## src/hw/rtl/pexp_pkg.sv

```systemverilog
`default_nettype none
package pexp_pkg;

   localparam int unsigned FRAME_WIDTH_DEF  = 160;
   localparam int unsigned FRAME_HEIGHT_DEF = 160;

   localparam int unsigned LANES      = 4;
   localparam int unsigned QUAD_W     = 8;
   localparam int unsigned INDEX_W    = 2;
   localparam int unsigned COORD_W    = 9;
   localparam int unsigned COLOUR_W   = 16;
   localparam int unsigned PAL_W      = 24;
   localparam int unsigned OFF_W      = 8;
   localparam int unsigned CSR_IDX_W  = 3;
   localparam int unsigned RSP_DATA_W = 40;
   localparam int unsigned ROW_W      = LANES * COLOUR_W;

   localparam logic [OFF_W-1:0] OFF_RESET = 8'd40;

   // configuration register indexes
   localparam logic [CSR_IDX_W-1:0] CSR_PAL_0 = 3'd0;
   localparam logic [CSR_IDX_W-1:0] CSR_PAL_1 = 3'd1;
   localparam logic [CSR_IDX_W-1:0] CSR_PAL_2 = 3'd2;
   localparam logic [CSR_IDX_W-1:0] CSR_PAL_3 = 3'd3;
   localparam logic [CSR_IDX_W-1:0] CSR_OFF_X = 3'd4;
   localparam logic [CSR_IDX_W-1:0] CSR_OFF_Y = 3'd5;

   typedef logic [COLOUR_W-1:0] rgb565_type;

   // one pixel as found by a lane
   typedef struct packed {
      logic                changed;
      logic [COORD_W-1:0]  sx;
      logic [COORD_W-1:0]  sy;
      rgb565_type          colour;
   } pix_res_type;

   // keep the top 5, 6 and 5 bits of red, green and blue
   function automatic rgb565_type to_rgb565(input logic [PAL_W-1:0] rgb);
      to_rgb565 = {rgb[23:19], rgb[15:10], rgb[7:3]};
   endfunction

endpackage
`default_nettype wire

```

## src/hw/rtl/pexp_emit.sv

```systemverilog
`default_nettype none
module pexp_emit (
   input  logic                                  clock,
   input  logic                                  reset,
   input  logic                                  load,
   input  pexp_pkg::pix_res_type                 lane_res [pexp_pkg::LANES],
   output logic                                  can_load,
   output logic                                  rsp_tvalid,
   input  logic                                  rsp_tready,
   // screen_x [8:0], screen_y [17:9], pixel_colour [33:18], zero [39:34]
   output logic [pexp_pkg::RSP_DATA_W-1:0]       rsp_tdata,
   output logic                                  rsp_tlast
);
   import pexp_pkg::*;

   logic [LANES-1:0] mask_ff, mask_in;
   pix_res_type      res_ff [LANES];
   logic [LANES-1:0] low_bit;
   logic [1:0]       sel;
   logic             last;
   logic             take;

   // lowest pending lane goes first: left to right on screen
   assign low_bit = mask_ff & (~mask_ff + LANES'(1));
   assign last    = (mask_ff & ~low_bit) == '0;

   always_comb begin
      sel = '0;
      for (int k = LANES - 1; k >= 0; k--) begin
         if (mask_ff[k]) begin
            sel = 2'(k);
         end
      end
   end

   assign rsp_tvalid = mask_ff != '0;
   assign take       = rsp_tvalid && rsp_tready;
   assign can_load   = !rsp_tvalid || (take && last);
   assign rsp_tlast  = last;
   assign rsp_tdata  = {{(RSP_DATA_W - 2*COORD_W - COLOUR_W){1'b0}},
                        res_ff[sel].colour, res_ff[sel].sy, res_ff[sel].sx};

   always_comb begin
      mask_in = mask_ff;
      if (load) begin
         for (int k = 0; k < LANES; k++) begin
            mask_in[k] = lane_res[k].changed;
         end
      end else if (take) begin
         mask_in = mask_ff & ~low_bit;
      end
   end

   always_ff @(posedge clock) begin
      if (reset) begin
         mask_ff <= '0;
      end else begin
         mask_ff <= mask_in;
      end
   end

   always_ff @(posedge clock) begin
      if (load) begin
         res_ff <= lane_res;
      end
   end

endmodule
`default_nettype wire
```

## config.mk

```make
export PLATFORM = sky130hd
export DESIGN_NAME = pexp_emit
export DESIGN_NICKNAME = d
export VERILOG_FILES = /design/src/hw/rtl/pexp_pkg.sv /design/src/hw/rtl/pexp_emit.sv
export SDC_FILE = /design/constraint.sdc
export NUM_CORES = 1
export LEC_CHECK = 0
export BUFFER_PORTS_ARGS = -buffer_cell sky130_fd_sc_hd__buf_4
export CAP_MARGIN = 20
export CORE_MARGIN = 1.5
export CORE_UTILIZATION = 51
export DETAILED_ROUTE_END_ITERATION = 6
export PLACE_DENSITY_LB_ADDON = 0.3
export SETUP_SLACK_MARGIN = 0.3
export SYNTH_ARGS = -nofsm -noshare
export SYNTH_HDL_FRONTEND = slang
export SYNTH_SLANG_ARGS = --single-unit
```

## constraint.sdc

```tcl
create_clock -name clock -period 2.2 [get_ports clock]
set_input_delay 0.66 -clock clock [delete_from_list [all_inputs] [get_ports clock]]
set_output_delay 0.66 -clock clock [all_outputs]
set_load 0.005 [all_outputs]
```

Word level (Yosys, flattened, before mapping)
Index checks and enable logic that the tools add are counted.
- flip-flop bits (word level): 144
- latch bits: 0
- bits in writable memories: 0
- memory bits (read-only): 0
- word-level logic and storage cells: 40
- memories kept: 0
- $add $sub $neg: 1
- multipliers: 0
- divide/modulo/power cells: 0
- magnitude comparators: 1
- equality and inequality tests: 0
- shifts and indexed selects: 0
- mux-type cells: 9
- bitwise operators: 5
- reductions and logical operators: 7
- operators by type and width (kind ; count):
    35-bit binary-select mux with 2-bit select ; 1
    34-bit 2-to-1 mux ; 2
    4-bit AND ; 2
    2-bit 2-to-1 mux ; 4
    4-bit 2-to-1 mux ; 2
    4-bit inverter ; 2
    4-bit by 1-bit adder with 4-bit output, second input constant ; 1
    4-bit logical NOT ; 1
    4-bit nonzero test ; 1
    3-bit >= comparator, second input constant ; 1
    2-bit inverter with 3-bit output ; 1
    1-bit logical AND ; 2
    2-bit nonzero test ; 1
    1-bit logical NOT ; 1
    1-bit logical OR ; 1

Logic depth before layout (Yosys ltp)
- depth in word-level cells: 8
- mapped depth: 5

Worst setup path before layout
OpenSTA, ideal clock, no wires.
- path kind: in2out
- start: in rsp_tready
- end: out can_load
- data arrival time: 1.271 ns
- required time: 1.540 ns
- slack: 0.269 ns
- stages on the path: 3
- buffers on the path: 0
- cell sequence: inv_1 > maj3_1 > o31ai_1
- cells in the longest elaborated chain, start to end: 3
- ends and longest elaborated chain (element ; line ; source):
    from (decl) ; pexp_emit.sv:9 ; input logic rsp_tready,
    1-bit logical AND ; pexp_emit.sv:37 ; assign take = rsp_tvalid && rsp_tready;
    1-bit logical AND ; pexp_emit.sv:38 ; assign can_load = !rsp_tvalid || (take && last);
    1-bit logical OR ; pexp_emit.sv:38 ;
    to (decl) ; pexp_emit.sv:7 ; output logic can_load,
No other way between the ends.

Final worst setup path
- start: reg mask_ff[1]
- end: out rsp_tdata[30] (netlist bit)
- cells in the longest elaborated chain, start to end: 6
- ends and longest elaborated chain (element ; line ; source):
    from (decl) ; pexp_emit.sv:16 ; logic [LANES-1:0] mask_ff, mask_in;
    from (signal assigned) ; pexp_emit.sv:58 ; mask_ff <= mask_in;
    2-bit 2-to-1 mux (2 in series) ; pexp_emit.sv:30 ; if (mask_ff[k]) begin
    2-bit inverter with 3-bit output (implied by the code) ; pexp_emit.sv:41 ; res_ff[sel].colour, res_ff[sel].sy, res_ff[sel].sx};
    35-bit binary-select mux with 2-bit select ; pexp_emit.sv:41 ;
    34-bit 2-to-1 mux (2 in series) ; -- ;
    to (decl) ; pexp_emit.sv:11 ; output logic [pexp_pkg::RSP_DATA_W-1:0] rsp_tdata,
No other way between the ends. The select of a mux whose other input is x is not followed.

==> summary.txt <==
Run status
  • Outcome: finished, violations left
  • Violated checks: setup timing

Placed design
  • PortBufs: 180
  • Dpl ws: approximately 0.076 ns
  • Hpwl dp: 8190 µm
  • Final RePlAce weighted congestion: 0.771

CTS
  • CTS H-tree lvls: 4
  • Clock sink count: 140
  • Num CTS Buffers: 17
  • Root Buffer Master: clkbuf_16
  • CTS tree: done
  • CTS clk-pin slew, worst paths: about 0.060 ns
  • Insertion delay of the later-clocked pin in the worst-skew pair: 0.41 ns
  • CTS max path bufs: 2

Synthesis
  • Main combinational cell family by area after synthesis: compound AO/OA/AOI/OAI gates
  • Adder-cell share of the synthesized area: 0.348%
  • Post-synthesis compound-gate area fraction: 12.3%
  • Synth area leaders: edfxtp_1 (71%), o221a_1 (6.7%), nor3b_1 (4.6%), o31ai_1 (4.6%), nor2b_1 (3.7%)
  • Synth Cell Area: around 5700 µm²
  • Register area share after synthesis: 72.4%
  • Cell variety after synth: 23
  • Area leader, netlist: edfxtp_1
  • Yosys top cell area share: 71.0%
  • Post-synthesis instance total: 368
  • Warnings from Yosys: 0
  • Mux contribution to synthesized area: 0%
  • Synth Area in Simple Gates: 11.3%
  • Avg Cell Area, Syn: between 15 and 20 µm²
  • XOR/XNOR share of the synthesized area: 0%
  • Number of synthesized register bits: 140

Routing
  • DRT Wirelength: 13300 µm
  • Drt via density: 5.43
  • Routed len/inst: 18.7 µm
  • Initial DRC Count: about 240
  • First-pass DRT Iterations: 4
  • Vias: 3856
  • Post-route DRC: 0
  • Number of routed nets with antenna violations: 0

Cells and area
  • FILL cells: between 700 and 800
  • Ratio of cells with drive above 1 in the final layout: 41.8%
  • Final antenna diode count: 0
  • P&R area growth vs syn: 38.7%
  • NumNets Final: 701

Timing
  • Final setup viols: 36
  • Hold Slack: 0.414 ns
  • RSZ-0062 raised after global routing: true
  • Fmax: 409 MHz
  • Crit share post-route: 111%
  • Hold Vio Cnt, Final: 0
  • Setup ws final: -0.246 ns
  • Clk_skew: 0.0000397 ns
  • Final min period: 2.45 ns
  • Max-slew violation count: 0

Pwr
  • P per Cell Area: 856 nW/µm²
  • Cell-internal power: 5.40 mW
  • Combinational Power Share: a little under an eighth
  • Net Sw Frac: 21.0%
  • Peak VDD IR: 0.627 mV
  • Leakage power: ~3.0 nW
  • Sequential power share: 47.4%
  • Clock power frac: 41.0%
  • NetSw: 1.43 mW

Die
  • Die area: ~12000 µm²
  • Die width: 109 µm
  • Top Ports: about 190
  • Core area: 10900 µm²
  • Starting density of the core: 52.6%
  • Rows: 38
  • Die height: 109 µm

Global route
  • Overflow after GRT: 0
  • All-Layer GR Usage: 22.7%
  • Wire length of the first global-routing pass: 19400 µm
  • Antenna violations before repair: 0
  • Vias in the first global route: 3818
  • Largest net degree at the start of global routing: 66

Worst setup path
  • Critical path launch point type: flop
  • Data arrival time of the worst path: approximately 1.8 ns
  • Critical path class: reg -> out
  • Critical path endpoint category: primary output
  • Peak fanout along the critical path: 16
  • Crit path required time: ~1.5 ns

Run
  • Maxcap violations: 0

Worst hold path
  • HP Class: in -> reg
==> critical path: stages (launching register included) <==
cell and delay (ns):
dfxtp_4 0.39, or3_4 0.41, buf_12 0.17, o221a_1 0.25
buf_4 0.14
==> registers in the layout (all words and copies together) (netlist names) <==
| register | cells |
|---|---|
| mask_ff | 4 |
| res_ff | 136 |
==> power groups by stage <==
stage	combinational [mW]	sequential (mW)	clock [mW]
3_3_place_gp	0.741	3.27	0
2_1_floorplan	0.297	3.27	0
3_5_place_dp	0.757	3.29	0
6_report	0.794	3.24	2.80
5_1_grt	0.856	3.26	2.95
4_1_cts	0.783	3.23	2.84
==> synthesized netlist by cell type (all sizes together) <==
cell and number:
o211ai 1, o311ai 2, buf 19, or3 1
dfxtp 4, a211o 1, maj3 2, o221a 34
clkbuf 14, nor3 1, a21oi 4, conb 1
nor2b 34, nand2b 2, edfxtp 136, o21bai 1
nand2 38, o31ai 35, nor2 1, inv 2
nor3b 35
==> layer usage <==
metal / vias to the layer above / track usage, % / share of wire (%)
met1: 1853 / 28.3 / 41
met5: - / 0 / 0
li1: 1826 / - / -
met3: 22 / 5.68 / 5.7
met4: 0 / 10.6 / 2.6
met2: 155 / 37.4 / 51
==> cell type report <==
cell class              count  area, µm²  area share, %
inverters                   2       7.51         0.0941
clock inverters            14        153           1.91
multi-input cells         198       1440           18.0
repair buffers            198       1600           20.1
flip-flops and latches    140       4170           52.3
clock buffers              18        429           5.38
well taps                 140        175           2.20
==> cells by family (layout without fill, tap and decap cells) <==
| group | after synthesis | count (layout) |
|---|---|---|
| AO/OA/AOI/OAI | 78 | 78 |
| adder cells (fa/ha/maj) | 2 | 2 |
| buffers and inverters | 35 | 232 |
| flip-flops | 140 | 140 |
| other | 1 | 6 |
| AND/OR/NAND/NOR | 112 | 112 |
==> cell usage in the layout (no fill, tap or decap), types with 3 or more instances in the layout <==
| master | Yosys | layout |
|---|---|---|
| o31ai_1 | 35 | 33 |
| buf_12 | 0 | 4 |
| edfxtp_1 | 136 | 136 |
| buf_4 | 9 | 186 |
| clkbuf_16 | 0 | 18 |
| nand2_1 | 38 | 37 |
| nor2b_1 | 34 | 34 |
| a21oi_1 | 4 | 4 |
| nor3b_1 | 35 | 35 |
| clkinv_2 | 0 | 6 |
| conb_1 | 1 | 6 |
| buf_6 | 4 | 4 |
| o221a_1 | 34 | 33 |
| bufinv_16 | 0 | 3 |
==> final timing paths <==
path | start | to | slack (ns) | cells past startpoint
min | lane_res[93] | res_ff[93]$_DFFE_PP_ | 0.41 | 1
min reg2reg | mask_ff[3]$_SDFFE_PP0P_ | mask_ff[3]$_SDFFE_PP0P_ | 0.68 | 3
max | mask_ff[1]$_SDFFE_PP0P_ | rsp_tdata[30] | -0.25 | 4
max reg2reg | mask_ff[1]$_SDFFE_PP0P_ | mask_ff[2]$_SDFFE_PP0P_ | 0.92 | 3
==> timing repair <==
| action | CTS | global route |
|---|---|---|
| setup buffers | 0 | 2 |
| hold buffers | 0 | 0 |
| hold endpoints to repair | 0 | 0 |
| pin swaps | 1 | 3 |
| gates cloned | 1 | 1 |
| setup endpoints to repair | 37 | 37 |
| resized for setup | 12 | 8 |
==> metrics by stage <==
step           setup TNS, ns  area, µm²  utilization, %  power, mW  cells
6_report               -7.99       7970            72.9       6.83    710
3_3_place_gp               0       7250            66.3       4.01    674
2_1_floorplan              0       5770               -       3.56    373
3_5_place_dp               0       7250            66.3       4.04    674
4_1_cts                -8.28       7900            72.3       6.85    707
5_1_grt                -9.96       7970            72.9       7.06    710
Power figures use the tool's default switching activity.
