[config.mk]
export PLATFORM = sky130hd
export DESIGN_NAME = pexp_lane
export DESIGN_NICKNAME = d
export VERILOG_FILES = /design/src/hw/rtl/pexp_pkg.sv /design/src/hw/rtl/pexp_lane.sv
export SDC_FILE = /design/constraint.sdc
export NUM_CORES = 1
export LEC_CHECK = 0
export BUFFER_PORTS_ARGS = -buffer_cell sky130_fd_sc_hd__buf_4
export CAP_MARGIN = 0
export CELL_PAD_IN_SITES_DETAIL_PLACEMENT = 1
export CELL_PAD_IN_SITES_GLOBAL_PLACEMENT = 2
export CORE_ASPECT_RATIO = 1.4
export CORE_MARGIN = 5
export CORE_UTILIZATION = 17
export DETAILED_ROUTE_END_ITERATION = 12
export GPL_TIMING_DRIVEN = 0
export PLACE_DENSITY_LB_ADDON = 0.1
export SLEW_MARGIN = 20
export SYNTH_ARGS = -nofsm -noshare
export SYNTH_HDL_FRONTEND = slang
export SYNTH_SLANG_ARGS = --single-unit
[constraint.sdc]
create_clock -name vclk -period 3.3
set_clock_uncertainty 0.2 [all_clocks]
set_input_delay 0.165 -clock vclk [all_inputs]
set_output_delay 0.165 -clock vclk [all_outputs]
set_load 0.1 [all_outputs]
[src/hw/rtl/pexp_pkg.sv]
`default_nettype none
package pexp_pkg;

   localparam int unsigned FRAME_WIDTH_DEF  = 160;
   localparam int unsigned FRAME_HEIGHT_DEF = 160;

   localparam int unsigned LANES      = 4;
   localparam int unsigned QUAD_W     = 8;
   localparam int unsigned INDEX_W    = 2;
   localparam int unsigned COORD_W    = 9;
   localparam int unsigned COLOUR_W   = 16;
   localparam int unsigned PAL_W      = 24;
   localparam int unsigned OFF_W      = 8;
   localparam int unsigned CSR_IDX_W  = 3;
   localparam int unsigned RSP_DATA_W = 40;
   localparam int unsigned ROW_W      = LANES * COLOUR_W;

   localparam logic [OFF_W-1:0] OFF_RESET = 8'd40;

   // configuration register indexes
   localparam logic [CSR_IDX_W-1:0] CSR_PAL_0 = 3'd0;
   localparam logic [CSR_IDX_W-1:0] CSR_PAL_1 = 3'd1;
   localparam logic [CSR_IDX_W-1:0] CSR_PAL_2 = 3'd2;
   localparam logic [CSR_IDX_W-1:0] CSR_PAL_3 = 3'd3;
   localparam logic [CSR_IDX_W-1:0] CSR_OFF_X = 3'd4;
   localparam logic [CSR_IDX_W-1:0] CSR_OFF_Y = 3'd5;

   typedef logic [COLOUR_W-1:0] rgb565_type;

   // one pixel as found by a lane
   typedef struct packed {
      logic                changed;
      logic [COORD_W-1:0]  sx;
      logic [COORD_W-1:0]  sy;
      rgb565_type          colour;
   } pix_res_type;

   // keep the top 5, 6 and 5 bits of red, green and blue
   function automatic rgb565_type to_rgb565(input logic [PAL_W-1:0] rgb);
      to_rgb565 = {rgb[23:19], rgb[15:10], rgb[7:3]};
   endfunction

endpackage
`default_nettype wire

[src/hw/rtl/pexp_lane.sv]
`default_nettype none
module pexp_lane #(
   parameter int unsigned FRAME_WIDTH = pexp_pkg::FRAME_WIDTH_DEF,
   parameter int unsigned LANE        = 0
) (
   input  logic                                  enable,
   input  logic [pexp_pkg::INDEX_W-1:0]          index,
   input  pexp_pkg::rgb565_type                  palette [pexp_pkg::LANES],
   input  pexp_pkg::rgb565_type                  old_colour,
   input  logic [pexp_pkg::COORD_W-1:0]          col,
   input  logic [pexp_pkg::COORD_W-1:0]          row,
   input  logic [pexp_pkg::OFF_W-1:0]            off_x,
   input  logic [pexp_pkg::OFF_W-1:0]            off_y,
   output pexp_pkg::pix_res_type                 result
);
   import pexp_pkg::*;

   logic [COORD_W:0] x_raw;
   logic [COORD_W:0] x_pix;
   logic [COORD_W:0] y_pix;
   logic             wrap;
   rgb565_type       colour;

   // a byte spans at most one row boundary, so one subtract is enough
   assign x_raw  = {1'b0, col} + (COORD_W+1)'(LANE);
   assign wrap   = x_raw >= (COORD_W+1)'(FRAME_WIDTH);
   assign x_pix  = wrap ? x_raw - (COORD_W+1)'(FRAME_WIDTH) : x_raw;
   assign y_pix  = {1'b0, row} + {{COORD_W{1'b0}}, wrap};
   assign colour = palette[index];

   always_comb begin
      result.changed = enable && (colour != old_colour);
      result.colour  = colour;
      result.sx      = x_pix[COORD_W-1:0] + {{(COORD_W-OFF_W){1'b0}}, off_x};
      result.sy      = y_pix[COORD_W-1:0] + {{(COORD_W-OFF_W){1'b0}}, off_y};
   end

endmodule
`default_nettype wire

# Word-level counts from Yosys, hierarchy flattened
# Index checks and enable logic that the tools add are counted.
# word_totals
output_inout_bits,35
word_cells,13
regBits,0
input_bits,117
# classes
n_reduce_logical,1
addsub,4
order_cmp,2
mux,4
n_bitwise,1
n_eq_ne,1
# op_table
cell,count
$bmux 16 s2,1
$mux 16,2
$add 9x8->9,2
$ne 16x16->1,1
$add 9x1->9,1
$ge 9x8->1 const B,1
$mux 9,1
$sub 9x8->9 const B,1
$ge 3x3->1 const B,1
$not 2->3,1
$logic_and 1x1->1,1

# Depth between registers and ports, before layout
# Gate-level depths: netlist of run 1.
# logic_depth
depth_word,6
ltp_mapped,12
depth_no_buf,12

# Worst setup path before layout of run 1
# OpenSTA, ideal clock, no wires.
# synth_timing
path_type,input -> output
start,input col[6] in the netlist's numbering
end,output result[22] in the netlist's numbering
cell_stages,11
path_slack_ns,-1.086
arrival_time_ns,4.021
required_time_ns,2.935
path_cell_list,or4_1 -> o41ai_1 -> a21oi_1 -> fa_1 -> fa_1 -> nor2b_1 -> o21ai_1 -> a21boi_1 -> o21a_1 -> nor2_1 -> xnor2_1
# synth_rtl
item,line,rtl
start: declaration,pexp_lane.sv:10,"input logic [pexp_pkg::COORD_W-1:0] col,"
end: declaration,pexp_lane.sv:14,output pexp_pkg::pix_res_type result

==> results of run 1 <==
==> layer usage <==
metal | up-vias | global-route usage [%] | wire length (µm)
li1 | 853 | - | -
met4 | 0 | 0.317 | 21
met3 | 2 | 3.17 | 544
met2 | 81 | 26.3 | 3730
met1 | 822 | 11.8 | 2020
met5 | - | 0 | 0
==> cell usage in the layout, fill, tap and decap left out, types with 3 or more instances in the layout <==
cell / netlist / final
mux4_1: 6 / 6
buf_4: 0 / 151
nor2b_1: 4 / 3
nor3_1: 4 / 4
mux4_2: 10 / 10
inv_1: 14 / 14
o21ai_1: 5 / 4
xnor2_2: 0 / 5
buf_12: 1 / 3
buf_6: 1 / 7
ha_1: 16 / 16
nor2_1: 17 / 15
nand2_1: 8 / 8
o41a_1: 3 / 3
xnor2_1: 26 / 20
nand4_1: 4 / 4
==> power by group <==
part           total, mW  switching [mW]  leakage, nW  internal [mW]
registers              0               0            0              0
logic               1.05           0.701         1.40          0.352
clock network          0               0            0              0
==> final timing paths <==
| path | depth (start not counted) | slack, ps | endpoint |
|---|---|---|---|
| worst min-delay path | 3 | 460 | result[24] |
| worst max-delay path | 13 | -120 | result[24] |
==> cell type report <==
| cell class | count | area, µm² | area share [%] |
|---|---|---|---|
| multi-input combinational | 125 | 1400 | 48.7 |
| timing repair buffer | 160 | 1260 | 43.6 |
| tap | 100 | 125 | 4.35 |
| inverter | 15 | 56.3 | 1.96 |
| buffer | 4 | 38.8 | 1.35 |
==> critical path, stage by stage <==
cell	delay, ps
buf_6	90
or4_4	530
o41ai_4	300
a21oi_4	110
fa_2	360
fa_2	350
nor2b_2	130
o21ai_2	70
a21boi_2	160
o21a_1	140
o41a_1	270
xor2_4	180
buf_12	190
==> cell usage after synthesis, types with 2 or more instances <==
library cell / instances / area, µm²
mux4_2: 10 / 225
o21a_1: 2 / 15.0
mux4_1: 6 / 158
o21ai_0: 2 / 10.0
a21boi_1: 2 / 15.0
ha_1: 16 / 200
nor2_1: 17 / 63.8
fa_1: 3 / 60.1
o41ai_1: 2 / 17.5
inv_1: 14 / 52.6
nor2b_1: 4 / 25.0
nand4_1: 4 / 25.0
xor2_1: 3 / 26.3
o41a_1: 3 / 33.8
nor3_1: 4 / 20.0
xnor2_1: 26 / 228
clkbuf_1: 2 / 7.51
nand2_1: 8 / 30.0
o21ai_1: 5 / 25.0
a21oi_1: 3 / 15.0
==> metrics by stage <==
stage / TNS [ps] / area [µm²] / setup WS (ps)
after global routing: -520 / 2880 / -230
after global placement: -1200 / 2700 / -567
after CTS: -673 / 2860 / -281
after detailed placement: -1100 / 2700 / -549
final: -165 / 2880 / -119
after floorplan: -716 / 1450 / -421
==> logic make-up after synthesis <==
kind of cell / Yosys count
simple gates: 39
buf+inv: 19
fa+ha+maj: 19
xor+xnor: 29
compound gates: 21
mux: 17
==> repair_timing <==
action                     CTS  global route
pin swaps                   10            10
hold buffers                 0             0
gates resized for setup     22             2
setup endpoints to repair    4             6
buffers inserted             9             4
==> impl_metrics.csv, run 1 <==
group,metric,value,unit
run_status,outcome,"finished, violations left",
run_status,violations,"setup timing",
synthesis,synth_mux_area_share,29.6,%
die,start_util,17.2,%
route,first_iter_violations,29,
global_routing,grt_use_total,12.2,%
global_routing,grt_pass1_wl,9650,µm
die,fp-row-count,38,
sta,maxSlewViolCount,0,
sta,tightest_slew,639,ps
route,wirelength,6320,µm
layout,syn2layout_area_growth,117,%
synthesis,synth-xor-area-share,19.2,%
synthesis,synth_top_family_by_area,"multiplexers",
worst_setup_path,critPathArrivalTime,3050,ps
global_routing,grt.overflow.total,0,
worst_setup_path,crit_start,"col[4]",
route,via_count,1758,
worst_setup_path,cp-end-kind,"output pin",
placement,place_inst,394,
layout,clkbuf_count,0,
die,die-height,115,µm
die,dieArea,0.00969,mm²
synthesis,syn-num-nets,280,
sta,maxSlewHeadroom,57.4,%
layout,fin_util,37.4,%
power,ir_drop,0.000311,V
synthesis,syn_area,0.00133,mm²
route,wl_per_cell,15.6,µm
sta,hold_ws,461,ps
power,p_per_area,366,mW/mm²
worst_hold_path,hold_start,"row[8]",
synthesis,synth_compound_area_share,11.0,%
sta,setup_viol,2,
synthesis,yosysWarnings,0,
worst_hold_path,hold_class,"in2out",
die,io_pins,152,
power,power_leakage,1.40,nW
route,first_pass_iters,2,
worst_setup_path,required,2930,ps
layout,fin_nets,442,
power,finalPower,1.05,mW
synthesis,ys_types,28,
placement,gp_congestion,0.713,
route,drc_errors,0,
sta,setup_ws,-119,ps
synthesis,avgSynthCellArea,9.21,µm²
layout,seqCellArea,0,µm²
layout,drive_gt1_share,63.8,%
die,coreArea,0.00770,mm²
die,dieWidth,84.7,µm
global_routing,grt_pass1_vias,2039,
synthesis,synth-seq-area-share,0,%
placement,io_buffers,150,
route,ant_nets,0,
synthesis,synth_fa_ha_area_share,19.6,%
global_routing,antenna_found_initial,0,
synthesis,syn_inst,144,
sta,timing.fmax,292,MHz
sta,period_share,104,%
sta,fin_crit,3420,ps
layout,diodes,0,
sta,finalHoldViolations,0,
worst_setup_path,critical_path.max_fanout,2,
worst_setup_path,startpoint_type,"input pin",
sta,rsz0062_at_grt,"yes",
layout,final_cells,404,
synthesis,yosys.area_share.simple,13.4,%
flow_run,drv_cap,0,
worst_setup_path,path_class,"in2out",
layout,design.seq.count,0,
global_routing,grt_max_degree,11,
route,vias_per_cell,4.35,
layout,nFillCells,916,
placement,hpwl,5800,µm
Power figures use the tool's default switching activity.
==> inputs of run 2 (changes only) <==
--- a/config.mk
+++ b/config.mk
@@ -15,7 +15,6 @@
 export DETAILED_ROUTE_END_ITERATION = 12
 export GPL_TIMING_DRIVEN = 0
 export PLACE_DENSITY_LB_ADDON = 0.1
-export SLEW_MARGIN = 20
 export SYNTH_ARGS = -nofsm -noshare
 export SYNTH_HDL_FRONTEND = slang
 export SYNTH_SLANG_ARGS = --single-unit
==> constraint.sdc (replaced) <==
create_clock -name vclk -period 3.7
set_clock_uncertainty 0.2 [all_clocks]
set_input_delay 0.185 -clock vclk [all_inputs]
set_output_delay 0.185 -clock vclk [all_outputs]
set_load 0.1 [all_outputs]
==> run 2 against run 1 <==
  * Highest routed layer unchanged
  * Clock-buffer cell count unchanged
  * Core utilization is 2.0 points lower
  * Global-route usage down 0.41 points
  * Worst setup slack improved by 260 ps
  * Die area unchanged
  * The flow now finishes without violations
  * Sequential share of layout area did not move
==> impl_metrics.csv, run 2 (synthesized netlist as in run 1, its figures left out) <==
group,metric,value,unit
run_status,outcome,"complete, no violations",
layout,design.seq.count,0,
layout,clkbuf_count,0,
layout,fin_util,35.4,%
global_routing,grt_use_total,11.8,%
placement,gp_congestion,0.720,
worst_setup_path,setup.worst_path.end,"result[24]",
route,wl_per_cell,15.6,µm
worst_setup_path,path_class,"in2out",
worst_setup_path,critical_path.max_fanout,3,
worst_setup_path,max_stage_delay,540,ps
route,ant_nets,0,
layout,diodes,0,
placement,place_inst,394,
layout,mostFrequentLayoutCells,"buf_4, xnor2_1, nor2_1, ha_1, inv_1",
global_routing,grt_pass1_wl,9320,µm
layout,final_cells,396,
route,first_iter_violations,23,
sta,finalSetupTns,0,ps
placement,io_buffers,150,
die,dieArea,0.00969,mm²
global_routing,grt.overflow.total,0,
global_routing,gr-usage-met3,3.53,%
worst_setup_path,cp-end-kind,"output pin",
die,coreArea,0.00770,mm²
worst_setup_path,cpMaxStageDelayCell,"or4_4",
die,fp-row-count,38,
sta,fin_crit,3560,ps
power,ir_drop,0.000235,V
worst_setup_path,crit_cells,13,
route,via_count,1722,
global_routing,grt_use_met2,24.6,%
route,wirelength,6190,µm
sta,setup_viol,0,
layout,nFillCells,943,
worst_setup_path,crit_start,"col[6]",
layout,drive_gt1_share,61.1,%
power,power_leakage,1.33,nW
sta,period_share,96.2,%
worst_setup_path,cp_common_cell,"fa_2",
worst_setup_path,path_delay_family,"compound AO/OA/AOI/OAI gates",
worst_setup_path,crit_buf_inv,2,
flow_run,drv_cap,0,
worst_setup_path,startpoint_type,"input pin",
global_routing,grt_pass1_vias,1985,
die,die-height,115,µm
power,finalPower,0.893,mW
layout,fin_nets,434,
sta,tightest_slew,625,ps
route,drc_errors,0,
route,vias_per_cell,4.35,
die,dieWidth,84.7,µm
layout,seqCellArea,0,µm²
route,first_pass_iters,4,
layout,syn2layout_area_growth,105,%
sta,rsz0062_at_grt,"no",
sta,hold_ws,517,ps
global_routing,grt.busiest_layer,"met2",
sta,timing.fmax,281,MHz
die,start_util,17.2,%
worst_setup_path,required,3310,ps
worst_setup_path,path_cells,"buf_4 > or4_4 > o41ai_4 > a21oi_4 > fa_2 > fa_2 > nor2b_1 > o21ai_2 > a21boi_2 > o21a_1 > o41a_1 > xor2_4 > buf_12",
power,p_per_area,328,mW/mm²
placement,hpwl,5800,µm
global_routing,antenna_found_initial,0,
sta,maxSlewHeadroom,58.4,%
worst_setup_path,critPathArrivalTime,3170,ps
sta,maxSlewViolCount,0,
global_routing,grt_use_met1,11.7,%
die,io_pins,152,
worst_hold_path,hold_class,"in2out",
layout,layout_commonest_cell,"buf_4",
sta,finalHoldViolations,0,
global_routing,grt_max_degree,11,
## run 2: how the worst min path moves through the flow
stage	from	end	slack [ps]	cells past startpoint
final	row[8]	result[24]	520	3
after global routing	row[8]	result[24]	530	3
after CTS	row[8]	result[24]	520	3
after detailed placement	row[8]	result[24]	570	3
after global placement	row[8]	result[24]	570	3
after floorplan	row[8]	result[24]	380	1
## run 2: layer usage
layer  part of all wire, %  wire, µm
met1                    33      2020
met2                    58      3560
met3                   9.2       568
met4                  0.61        38
met5                     0         0
## run 2: area by class of cell
class	count	area (µm²)	area share [%]
Multi-Input combinational cell	125	1350	49.6
Timing Repair Buffer	152	1150	42.3
Tap cell	100	125	4.59
Inverter	15	56.3	2.07
Buffer	4	38.8	1.42
## run 2: tightest hold or removal path: stages
cell and delay (ps):
buf_4 110, xor2_4 70, buf_12 160
## run 2: what timing repair did
action,in CTS,in global routing
hold buffers,0,0
setup buffers,2,0
setup endpoints to repair,2,1
resized for setup,11,1
cloned,0,0
pin swaps,4,2
endpoints found under the hold margin,0,0
## run 2: power by group
part | switching (mW) | internal [mW]
Combinational | 0.611 | 0.282
Sequential | 0 | 0
Clock | 0 | 0
Total | 0.611 | 0.282
## run 2: per-stage QoR
stage	instance area (µm²)	worst slack (ps)
after floorplan	1400	-157
after global placement	2650	-469
after detailed placement	2650	-436
after CTS	2720	36.7
after global routing	2730	2.30
final	2730	142
